File: src/rtl/ovn2d_pkg.sv
// Shared types and constants for the octave value noise block.
package ovn2d_pkg;

   localparam int GRID_SIDE_DEF   = 128;
   localparam int MAX_OCTAVES_DEF = 12;

   localparam logic [2:0]  SIZE_LOG2_RST    = 3'd7;
   localparam logic [3:0]  OCTAVE_COUNT_RST = 4'd12;
   localparam logic [16:0] OCTAVE_RATIO_RST = 17'd32768;
   localparam logic [16:0] WEIGHT_ONE       = 17'd65536;

   localparam logic [3:0] ADDR_SIZE_LOG2    = 4'h0;
   localparam logic [3:0] ADDR_OCTAVE_COUNT = 4'h4;
   localparam logic [3:0] ADDR_OCTAVE_RATIO = 4'h8;

   localparam logic ACTION_WRITE = 1'b0;

   typedef enum logic [3:0] {
      DP_NOP, DP_LOAD, DP_STORE, DP_TOP0, DP_TOP1, DP_BOT0, DP_BOT1,
      DP_V0, DP_V1, DP_SAMPLE, DP_ACCUM, DP_SKIP, DP_DIV_INIT, DP_DIV_STEP
   } dp_op_type;

   typedef enum logic [1:0] {
      CORNER_NW, CORNER_NE, CORNER_SW, CORNER_SE
   } corner_type;

   typedef enum logic [3:0] {
      ST_IDLE, ST_STORE, ST_OCT, ST_TOP0, ST_TOP1, ST_BOT0, ST_BOT1,
      ST_V0, ST_V1, ST_SAMP, ST_ACC, ST_DIVI, ST_DIV, ST_OUT
   } state_type;

   typedef struct packed {
      dp_op_type  op;
      logic       rd_en;
      corner_type corner;
      logic       out_load;
   } cmd_type;

   typedef struct packed {
      logic oct_more;
      logic oct_used;
      logic div_last;
   } status_type;

endpackage

File: src/rtl/ovn2d_ctrl.sv
// Controller state machine sequencing seed writes, octave passes and the divide.
module ovn2d_ctrl (
   input  logic                  clock,
   input  logic                  reset,
   input  logic                  req_tvalid,
   input  logic                  req_action,
   output logic                  req_tready,
   output logic                  rsp_tvalid,
   input  logic                  rsp_tready,
   input  ovn2d_pkg::status_type status,
   output ovn2d_pkg::cmd_type    cmd
);

   ovn2d_pkg::state_type state_ff, state_in;
   logic                 rsp_valid_ff, rsp_valid_in;

   always_ff @(posedge clock) begin
      if (reset) begin
         state_ff     <= ovn2d_pkg::ST_IDLE;
         rsp_valid_ff <= 1'b0;
      end else begin
         state_ff     <= state_in;
         rsp_valid_ff <= rsp_valid_in;
      end
   end

   always_comb begin
      state_in     = state_ff;
      rsp_valid_in = rsp_valid_ff && !rsp_tready;
      req_tready   = 1'b0;
      cmd.op       = ovn2d_pkg::DP_NOP;
      cmd.rd_en    = 1'b0;
      cmd.corner   = ovn2d_pkg::CORNER_NW;
      cmd.out_load = 1'b0;
      unique case (state_ff)
         ovn2d_pkg::ST_IDLE: begin
            req_tready = 1'b1;
            if (req_tvalid) begin
               cmd.op   = ovn2d_pkg::DP_LOAD;
               state_in = (req_action == ovn2d_pkg::ACTION_WRITE) ?
                          ovn2d_pkg::ST_STORE : ovn2d_pkg::ST_OCT;
            end
         end
         ovn2d_pkg::ST_STORE: begin
            cmd.op   = ovn2d_pkg::DP_STORE;
            state_in = ovn2d_pkg::ST_IDLE;
         end
         ovn2d_pkg::ST_OCT: begin
            if (!status.oct_more) begin
               state_in = ovn2d_pkg::ST_DIVI;
            end else if (!status.oct_used) begin
               cmd.op = ovn2d_pkg::DP_SKIP;
            end else begin
               cmd.rd_en  = 1'b1;
               cmd.corner = ovn2d_pkg::CORNER_NW;
               state_in   = ovn2d_pkg::ST_TOP0;
            end
         end
         ovn2d_pkg::ST_TOP0: begin
            cmd.op     = ovn2d_pkg::DP_TOP0;
            cmd.rd_en  = 1'b1;
            cmd.corner = ovn2d_pkg::CORNER_NE;
            state_in   = ovn2d_pkg::ST_TOP1;
         end
         ovn2d_pkg::ST_TOP1: begin
            cmd.op     = ovn2d_pkg::DP_TOP1;
            cmd.rd_en  = 1'b1;
            cmd.corner = ovn2d_pkg::CORNER_SW;
            state_in   = ovn2d_pkg::ST_BOT0;
         end
         ovn2d_pkg::ST_BOT0: begin
            cmd.op     = ovn2d_pkg::DP_BOT0;
            cmd.rd_en  = 1'b1;
            cmd.corner = ovn2d_pkg::CORNER_SE;
            state_in   = ovn2d_pkg::ST_BOT1;
         end
         ovn2d_pkg::ST_BOT1: begin
            cmd.op   = ovn2d_pkg::DP_BOT1;
            state_in = ovn2d_pkg::ST_V0;
         end
         ovn2d_pkg::ST_V0: begin
            cmd.op   = ovn2d_pkg::DP_V0;
            state_in = ovn2d_pkg::ST_V1;
         end
         ovn2d_pkg::ST_V1: begin
            cmd.op   = ovn2d_pkg::DP_V1;
            state_in = ovn2d_pkg::ST_SAMP;
         end
         ovn2d_pkg::ST_SAMP: begin
            cmd.op   = ovn2d_pkg::DP_SAMPLE;
            state_in = ovn2d_pkg::ST_ACC;
         end
         ovn2d_pkg::ST_ACC: begin
            cmd.op   = ovn2d_pkg::DP_ACCUM;
            state_in = ovn2d_pkg::ST_OCT;
         end
         ovn2d_pkg::ST_DIVI: begin
            cmd.op   = ovn2d_pkg::DP_DIV_INIT;
            state_in = ovn2d_pkg::ST_DIV;
         end
         ovn2d_pkg::ST_DIV: begin
            cmd.op = ovn2d_pkg::DP_DIV_STEP;
            if (status.div_last) state_in = ovn2d_pkg::ST_OUT;
         end
         ovn2d_pkg::ST_OUT: begin
            if (!rsp_valid_ff || rsp_tready) begin
               cmd.out_load = 1'b1;
               rsp_valid_in = 1'b1;
               state_in     = ovn2d_pkg::ST_IDLE;
            end
         end
         default: state_in = ovn2d_pkg::ST_IDLE;
      endcase
   end

   assign rsp_tvalid = rsp_valid_ff;

endmodule

File: config.mk
export PLATFORM = sky130hd
export DESIGN_NAME = ovn2d_ctrl
export DESIGN_NICKNAME = d
export VERILOG_FILES = /design/src/rtl/ovn2d_pkg.sv /design/src/rtl/ovn2d_ctrl.sv
export SDC_FILE = /design/constraint.sdc
export NUM_CORES = 1
export LEC_CHECK = 0
export ABC_AREA = 0
export BUFFER_PORTS_ARGS = -buffer_cell sky130_fd_sc_hd__buf_2
export CAP_MARGIN = 20
export CELL_PAD_IN_SITES_DETAIL_PLACEMENT = 1
export CELL_PAD_IN_SITES_GLOBAL_PLACEMENT = 1
export CORE_MARGIN = 2
export CORE_UTILIZATION = 28
export DETAILED_ROUTE_END_ITERATION = 8
export PLACE_DENSITY = 0.76
export SLEW_MARGIN = 20
export SYNTH_ARGS = -nofsm -noshare
export SYNTH_HDL_FRONTEND = slang
export SYNTH_SLANG_ARGS = --single-unit
File: constraint.sdc
create_clock -name clock -period 1.3 [get_ports clock]
set_clock_uncertainty 0.15 [all_clocks]
set_input_delay 0.26 -clock clock [delete_from_list [all_inputs] [get_ports clock]]
set_output_delay 0.26 -clock clock [all_outputs]
set_load 0.01 [all_outputs]
==> flow_summary.yaml, run 1 <==
critical_path:
  crit_type: "reg2out"
  slowest_stage: "dfxtp_4"
  max_stage_delay_ns: 0.38
  path_cells: "or2_4 -> nor2_2 -> o21ai_1 -> o2111ai_2 -> buf_2"
  cp-start-kind: "flip-flop"
  cp.required_ns: 0.89
  arrival_ns: 1.38
  path_max_fanout: 7
  regToRegSetupSlack_ns: -0.41
  endpoint_kind: "output pin"
synthesis:
  synth-edff-count: 0
  synth_area_um2: 507
  synth_fp_nets: 83
  ys.warnings.count: 0
  synthMuxAreaShare: 0
  syn_area_per_cell_um2: 6.76
  synth_compound_area_frac: 0.346
  yosys.area_share.simple: 0.358
  async_reset_ff_frac: 0
  ys_seq_elements: 5
  synth_ff_type: "dfxtp_1"
  synth_top_family_by_area: "simple AND/OR/NAND/NOR gates"
  yosysSeqAreaShare: 0.198
  ys_types: 32
  synth_xor_area_frac: 0.0173
  synthAdderAreaFrac: 0
  netlist_instances: 75
timing:
  setup_ws_ns: -0.488
  min_period_ns: 1.79
  setup_violations: 13
  period_share: 1.38
  tns_ns: -4.85
  tightest_slew_ns: 0.554
  hold_violations: 0
  drv_slew: 0
  fmax_mhz: 559
  max_slew_margin: 0.626
  rsz0062_at_grt: "true"
route:
  drtPass1Iterations: 4
  drc: 0
  drtIter0Drc: 15
  wl_per_cell_um: 20.0
  route.vias.total: 794
  viasPerCell: 5.36
  ant_nets: 0
  finalWirelength_um: 2960
finish:
  antenna_cells: 0
  area_growth_syn_to_layout_pct: 110
  drive_above_1_share: 0.707
  nets: 132
clock_network:
  cts-root-buf: "clkbuf_4"
  cts_tree: "built"
  clkTransAtPathRegs_ns: 0.06
  clock-sinks: 5
  cts_made_buffers: 3
  cts_buffer_depth: 2
  clk_latency_ns: 0.25
  cts_max_level: 1
pwr:
  p_per_area_nw_per_um2: 2260
  p_leak_nw: 0.470
  ir_drop_mv: 1.02
min_path:
  holdCritPathClass: "in2reg"
placed_design:
  dp_hpwl_um: 1490
  dp_slack_ns: -0.338
  port_buffers: 17
  gp_congestion: 0.773
grt:
  gr-total-overflow: 0
  antenna_found_initial: 0
  grt_pass1_wl_um: 4160
  grt_pass1_vias: 829
  grt_max_degree: 11
  track_usage: 0.278
status:
  violations: "setup timing"
  status: "finished with violations"
floorplan:
  row_count: 15
  fp.dieH_um: 46.5
  io_pins: 18
  die_w_um: 46.5
  start_util: 0.297
  core-area_um2: 1710
  die_area_um2: 2170
flow_run:
  drv_cap: 0
-- cell usage after synthesis, drive strengths merged (2+ instances only) --
master,n,area (um2)
a211oi,2,20.0
nor4b,2,17.5
o31ai,2,15.0
inv,2,7.51
buf,5,30.0
nor3,2,10.0
a21oi,9,45.0
nand2,10,37.5
nand2b,3,18.8
dfxtp,5,100
nor2b,3,18.8
o21ai,5,25.0
or2,3,18.8
nor2,7,26.3
-- cells in the final DEF, fill, tap and decap left out, drive strengths merged, types with 2 or more instances in the layout --
cell / synthesis / routed
a21oi: 9 / 9
o31ai: 2 / 2
nand2b: 3 / 3
o21ai: 5 / 5
nor3: 2 / 2
buf: 5 / 50
inv: 2 / 2
nor2b: 3 / 3
clkbuf: 1 / 4
or2: 3 / 3
dfxtp: 5 / 5
nor2: 7 / 7
nand2: 10 / 10
a211oi: 2 / 2
nor4b: 2 / 2
-- area by class of cell --
class                      instances  area (um2)
fill                             219         643
multi-input combinational         62         502
timing repair buffer              50         378
sequential                         5         115
tap                               25        31.3
clock buffer                       4        26.3
inverter                           2        12.5
-- metrics by stage --
stage / hold slack [ns] / instance area, um2 / cells / utilization / power, W
finish: 0.119 / 1060 / 148 / 0.623 / 0.00241
global route: 0.109 / 1060 / 148 / 0.623 / 0.00252
CTS: 0.0810 / 977 / 147 / 0.572 / 0.00211
detailed placement: 0.342 / 802 / 134 / 0.470 / 0.00160
global placement: 0.338 / 802 / 134 / 0.470 / 0.00155
floorplan: 0.167 / 579 / 75 / - / 0.00110
-- kinds of logic (layout without fill, tap and decap cells) --
kind of cell              Yosys count  in the layout
AOI/OAI and AO/OA                  27             27
xor gates and xnor gates            1              1
buffers and inverters               8             56
DFF                                 5              5
and+or+nand+nor                    34             34
-- worst paths after layout --
check / startpoint / end / cells past startpoint
max: state_ff[1] / cmd[4] / 5
min: reset / rsp_tvalid / 2
max reg2reg: state_ff[1] / state_ff[3] / 4
min reg2reg: rsp_tvalid / rsp_tvalid / 3
-- state kept, by name (all words and copies together) (netlist names) --
name / count
rsp_tvalid: 1
state_ff: 4
-- worst max-delay path, delay by kind of cell, from the launching register on --
kind | cells | cell delay (ns)
DFF | 1 | 0.38
AOI/OAI and AO/OA | 2 | 0.16
and+or+nand+nor | 2 | 0.41
buffers and inverters | 1 | 0.16
-- where the power goes --
group | internal [W] | total [W] | switching [W]
Sequential | 0.000229 | 0.000383 | 0.000154
Combinational | 0.000935 | 0.00183 | 0.000891
Clock | 0.000117 | 0.000196 | 0.0000790
Total | 0.00128 | 0.00241 | 0.00112
-- routing by layer --
layer	share of wire	global-route usage
met2	0.53	0.472
met1	0.42	0.366
met3	0.045	0.0353
met5	0	0
met4	0.0044	0.0686
-- timing repair --
| item | CTS | global route |
|---|---|---|
| setup buffers | 9 | 1 |
| cloned | 0 | 0 |
| hold buffers | 0 | 0 |
| pin swaps | 4 | 8 |
| gates resized for setup | 27 | 20 |
| setup endpoints to repair | 13 | 14 |
(Power assumes the default switching activity.)
==> run 2, diff against run 1 <==
- CORE_MARGIN: 2 -> default
- RECOVER_POWER: default -> 100
==> run 2 against run 1 <==
  * The run still ends with setup timing left
  * Clock power is 6% lower
  * Cell area is 1.5% higher
  * Critical path depth unchanged
  * Critical endpoint unchanged
==> flow_summary.yaml, run 2 (synthesis results as in run 1) <==
status:
  status: "finished with violations"
  violations: "setup timing"
finish:
  area_growth_syn_to_layout_pct: 113
  fin_area_um2: 1080
  drive_above_1_share: 0.711
  nets: 130
  largest_register: "state_ff"
  final_cell_mix: "buf_2 (16), buf_4 (16), buf_6 (13)"
  antenna_cells: 0
  largest_reg_flops: 4
  utilization: 0.633
clock_network:
  cts_made_buffers: 3
  cts_hold_buf: 0
  clkTransAtPathRegs_ns: 0.05
  cts-root-buf: "clkbuf_4"
  cts_buffer_depth: 2
  clk_latency_ns: 0.24
  clock-sinks: 5
  cts_tree: "built"
  cts_max_level: 1
critical_path:
  critPathTopFamily: "flip-flops"
  path_max_fanout: 6
  cp-start-kind: "flip-flop"
  path_cells: "buf_6 -> nand2_2 -> a211o_1 -> o2111ai_2 -> buf_2"
  r2r-start: "state_ff[0]"
  cp_num_buf_inv: 2
  endpoint_kind: "output pin"
  startpoint: "state_ff[3]"
  cp.required_ns: 0.89
  max_stage_delay_ns: 0.41
  crit_type: "reg2out"
  slowest_stage: "dfxtp_4"
  arrival_ns: 1.40
floorplan:
  start_util: 0.297
  row_count: 15
  die_w_um: 44.5
  io_pins: 18
  core-area_um2: 1710
  die_area_um2: 1980
  fp.dieH_um: 44.5
timing:
  max_slew_margin: 0.798
  setup_violations: 12
  min_period_ns: 1.81
  tightest_slew_ns: 0.298
  rsz0062_at_grt: "true"
  setup_ws_ns: -0.515
  fmax_mhz: 551
  drv_slew: 0
  period_share: 1.40
  hold_violations: 0
  tns_ns: -4.49
pwr:
  p_per_area_nw_per_um2: 2360
  p_leak_nw: 0.477
  ir_drop_mv: 1.42
min_path:
  worstHoldStart: "reset"
  holdCritPathClass: "in2reg"
route:
  drtPass1Iterations: 4
  wl_per_cell_um: 19.5
  drc: 0
  route.vias.total: 761
  finalWirelength_um: 2850
  drtIter0Drc: 6
  ant_nets: 0
  viasPerCell: 5.21
placed_design:
  port_buffers: 17
  gp_congestion: 0.820
  dp_hpwl_um: 1510
  placed_area_um2: 787
flow_run:
  drv_cap: 0
grt:
  track_usage: 0.252
  grt_max_degree: 13
  antenna_found_initial: 0
  grt_pass1_wl_um: 3610
  gr-total-overflow: 0
  grt_pass1_vias: 745
[run 2: cell count changes in the layout (fill, tap and decap cells not counted), moves of 3 or more]
cell and delta:
buf_4 -6, buf_6 +3, nor2_2 -4, o21ai_1 -3, o21ai_2 +3
[run 2: timing repair]
item	CTS	global route
cloned	0	0
setup endpoints to repair	13	13
setup buffers	5	6
gates resized for setup	26	35
pin swaps	3	15
[run 2: stage by stage]
step	setup slack [ns]	cells	total power, W	hold slack, ns
floorplan	-0.0820	75	0.00110	0.167
global placement	-0.236	132	0.00153	0.342
detailed placement	-0.296	132	0.00157	0.354
CTS	-0.433	141	0.00201	0.0968
global route	-0.550	146	0.00268	0.111
finish	-0.515	146	0.00255	0.112
[run 2: routing by layer]
| layer | vias to the layer above | track usage | share of wire |
|---|---|---|---|
| met2 | 19 | 0.471 | 0.53 |
| met4 | 0 | 0.0485 | 0.028 |
| li1 | 368 | - | - |
| met3 | 8 | 0.0612 | 0.032 |
| met5 | - | 0 | 0 |
| met1 | 366 | 0.288 | 0.40 |
[run 2: final timing paths]
kind	slack (ns)	endpoint	cells after the start
max	-0.51	cmd[4]	5
min reg2reg	0.50	rsp_tvalid	3
max reg2reg	-0.34	state_ff[3]	5
min	0.11	state_ff[3]	2
[run 2: final cells by class]
| type | instances | area (um2) |
|---|---|---|
| clock buffers | 4 | 26.3 |
| fillers | 201 | 627 |
| inverters | 2 | 12.5 |
| multi-input cells | 62 | 527 |
| flip-flops and latches | 5 | 115 |
| well taps | 25 | 31.3 |
| repair buffers | 48 | 369 |
[run 2: power by group]
group | leakage (nW) | internal (W) | switching, W
logic | 0.418 | 0.00102 | 0.000989
clock network | 0.0150 | 0.000116 | 0.0000685
registers | 0.0437 | 0.000229 | 0.000124
total | 0.477 | 0.00137 | 0.00118
==> run 3, diff against run 2 <==
- CORE_MARGIN: default -> 1.5
==> run 3 against run 2 <==
  * The run still ends with setup timing left
  * Critical endpoint is now cmd[0]
  * Sequential power is 5% higher
  * Sequential share of layout area is 0.37 points higher
  * Sequential cell count is the same
  * Global-route usage down 1.2 points
==> flow_summary.yaml, run 3 (synthesis results as in run 1) <==
status:
  status: "finished with violations"
  violations: "setup timing"
finish:
  fin_area_um2: 1040
  antenna_cells: 0
  final_cell_mix: "buf_4 (24), buf_2 (16), a21oi_1 (7), buf_6 (7), nand2_2 (5)"
  drive_above_1_share: 0.705
  nets: 131
  utilization: 0.612
  mostFrequentLayoutCell: "buf_4"
  area_growth_syn_to_layout_pct: 106
  largest_register: "state_ff"
  final_cells: 147
  largest_reg_flops: 4
clock_network:
  cts_hold_buf: 0
  cts_max_level: 1
  clock-sinks: 5
  cts_made_buffers: 3
  cts-root-buf: "clkbuf_4"
  clk_latency_ns: 0.27
  cts_buffer_depth: 2
  cts_tree: "built"
  clkTransAtPathRegs_ns: 0.06
floorplan:
  die_w_um: 45.5
  start_util: 0.297
  fp.dieH_um: 45.5
  core-area_um2: 1710
  die_area_um2: 2070
  io_pins: 18
  row_count: 15
grt:
  grt_max_degree: 13
  grt_pass1_vias: 750
  grt_pass1_wl_um: 3500
  track_usage: 0.240
  gr-total-overflow: 0
  antenna_found_initial: 0
route:
  wl_met2_um: 1310
  ant_nets: 0
  drc: 0
  drtPass1Iterations: 3
  drt-met1-wl_um: 1050
  route.vias.total: 765
  met3_length_um: 70
  drtIter0Drc: 1
  finalWirelength_um: 2530
  wl_per_cell_um: 17.2
  viasPerCell: 5.20
  top_layer_used: "met4"
timing:
  min_period_ns: 1.82
  whs_ns: 0.0765
  setup_violations: 13
  hold_violations: 0
  drv_slew: 0
  tns_ns: -5.22
  setup_ws_ns: -0.516
  rsz0062_at_grt: "true"
  max_slew_margin: 0.796
  period_share: 1.40
  fmax_mhz: 551
  tightest_slew_ns: 0.301
critical_path:
  path_cells: "buf_6 -> nand4b_1 -> clkbuf_1 -> nor2b_2 -> buf_2"
  crit_type: "reg2out"
  r2r-start: "state_ff[3]"
  arrival_ns: 1.41
  endpoint_kind: "output pin"
  startpoint: "state_ff[3]"
  cp.required_ns: 0.89
  cp-start-kind: "flip-flop"
  path_max_fanout: 7
  slowest_stage: "dfxtp_4"
  max_stage_delay_ns: 0.42
placed_design:
  dp.cells: 133
  dp_hpwl_um: 1400
  port_buffers: 17
  placed_area_um2: 795
  gp_congestion: 0.821
pwr:
  p_per_area_nw_per_um2: 2320
  ir_drop_mv: 1.07
  p_leak_nw: 0.459
min_path:
  worstHoldStart: "reset"
  holdCritPathClass: "in2reg"
flow_run:
  drv_cap: 0
-- run 3: changes by cell type in the layout (fill, tap and decap cells not counted), sizes merged --
| cell | delta |
|---|---|
| buf | +1 |
-- run 3: area by class of cell --
| class | instances | area, um2 |
|---|---|---|
| clock buffer | 4 | 26.3 |
| multi-input combinational | 62 | 515 |
| timing repair buffer | 49 | 347 |
| tap | 25 | 31.3 |
| fill | 215 | 663 |
| inverter | 2 | 10.0 |
| sequential | 5 | 115 |
-- run 3: path summary, 6_finish.rpt --
check,end,slack (ns),cells after the start
worst max register to register,state_ff[3],-0.39,6
worst max-delay path,cmd[0],-0.52,5
worst min-delay path,state_ff[2],0.08,2
worst min register to register,rsp_tvalid,0.49,3
-- run 3: worst max-delay path, delay by kind of cell (launching register included) --
family / cells / cell delay [ns]
and+or+nand+nor: 2 / 0.28
DFF: 1 / 0.42
buffers and inverters: 3 / 0.43
-- run 3: report_power, final --
group          internal [W]  switching (W)  total [W]
Sequential         0.000229       0.000142   0.000371
Combinational      0.000967       0.000871    0.00184
Clock              0.000118      0.0000929   0.000211
-- run 3: repair_timing --
action	4_1_cts	5_1_grt
endpoints found under the hold margin	0	0
gates resized for setup	30	17
buffers inserted	6	4
setup endpoints to repair	13	13
cloned	0	0
pin swaps	4	9
-- run 3: layer usage --
layer	track usage	vias up
met1	0.275	374
li1	-	366
met2	0.408	16
met3	0.0437	9
met4	0.141	0
met5	0	-
-- run 3: per-stage QoR --
stage / worst slack [ns] / power, W
2_1_floorplan: -0.0820 / 0.00110
3_3_place_gp: -0.239 / 0.00155
3_5_place_dp: -0.273 / 0.00159
4_1_cts: -0.453 / 0.00210
5_1_grt: -0.562 / 0.00256
6_report: -0.516 / 0.00242
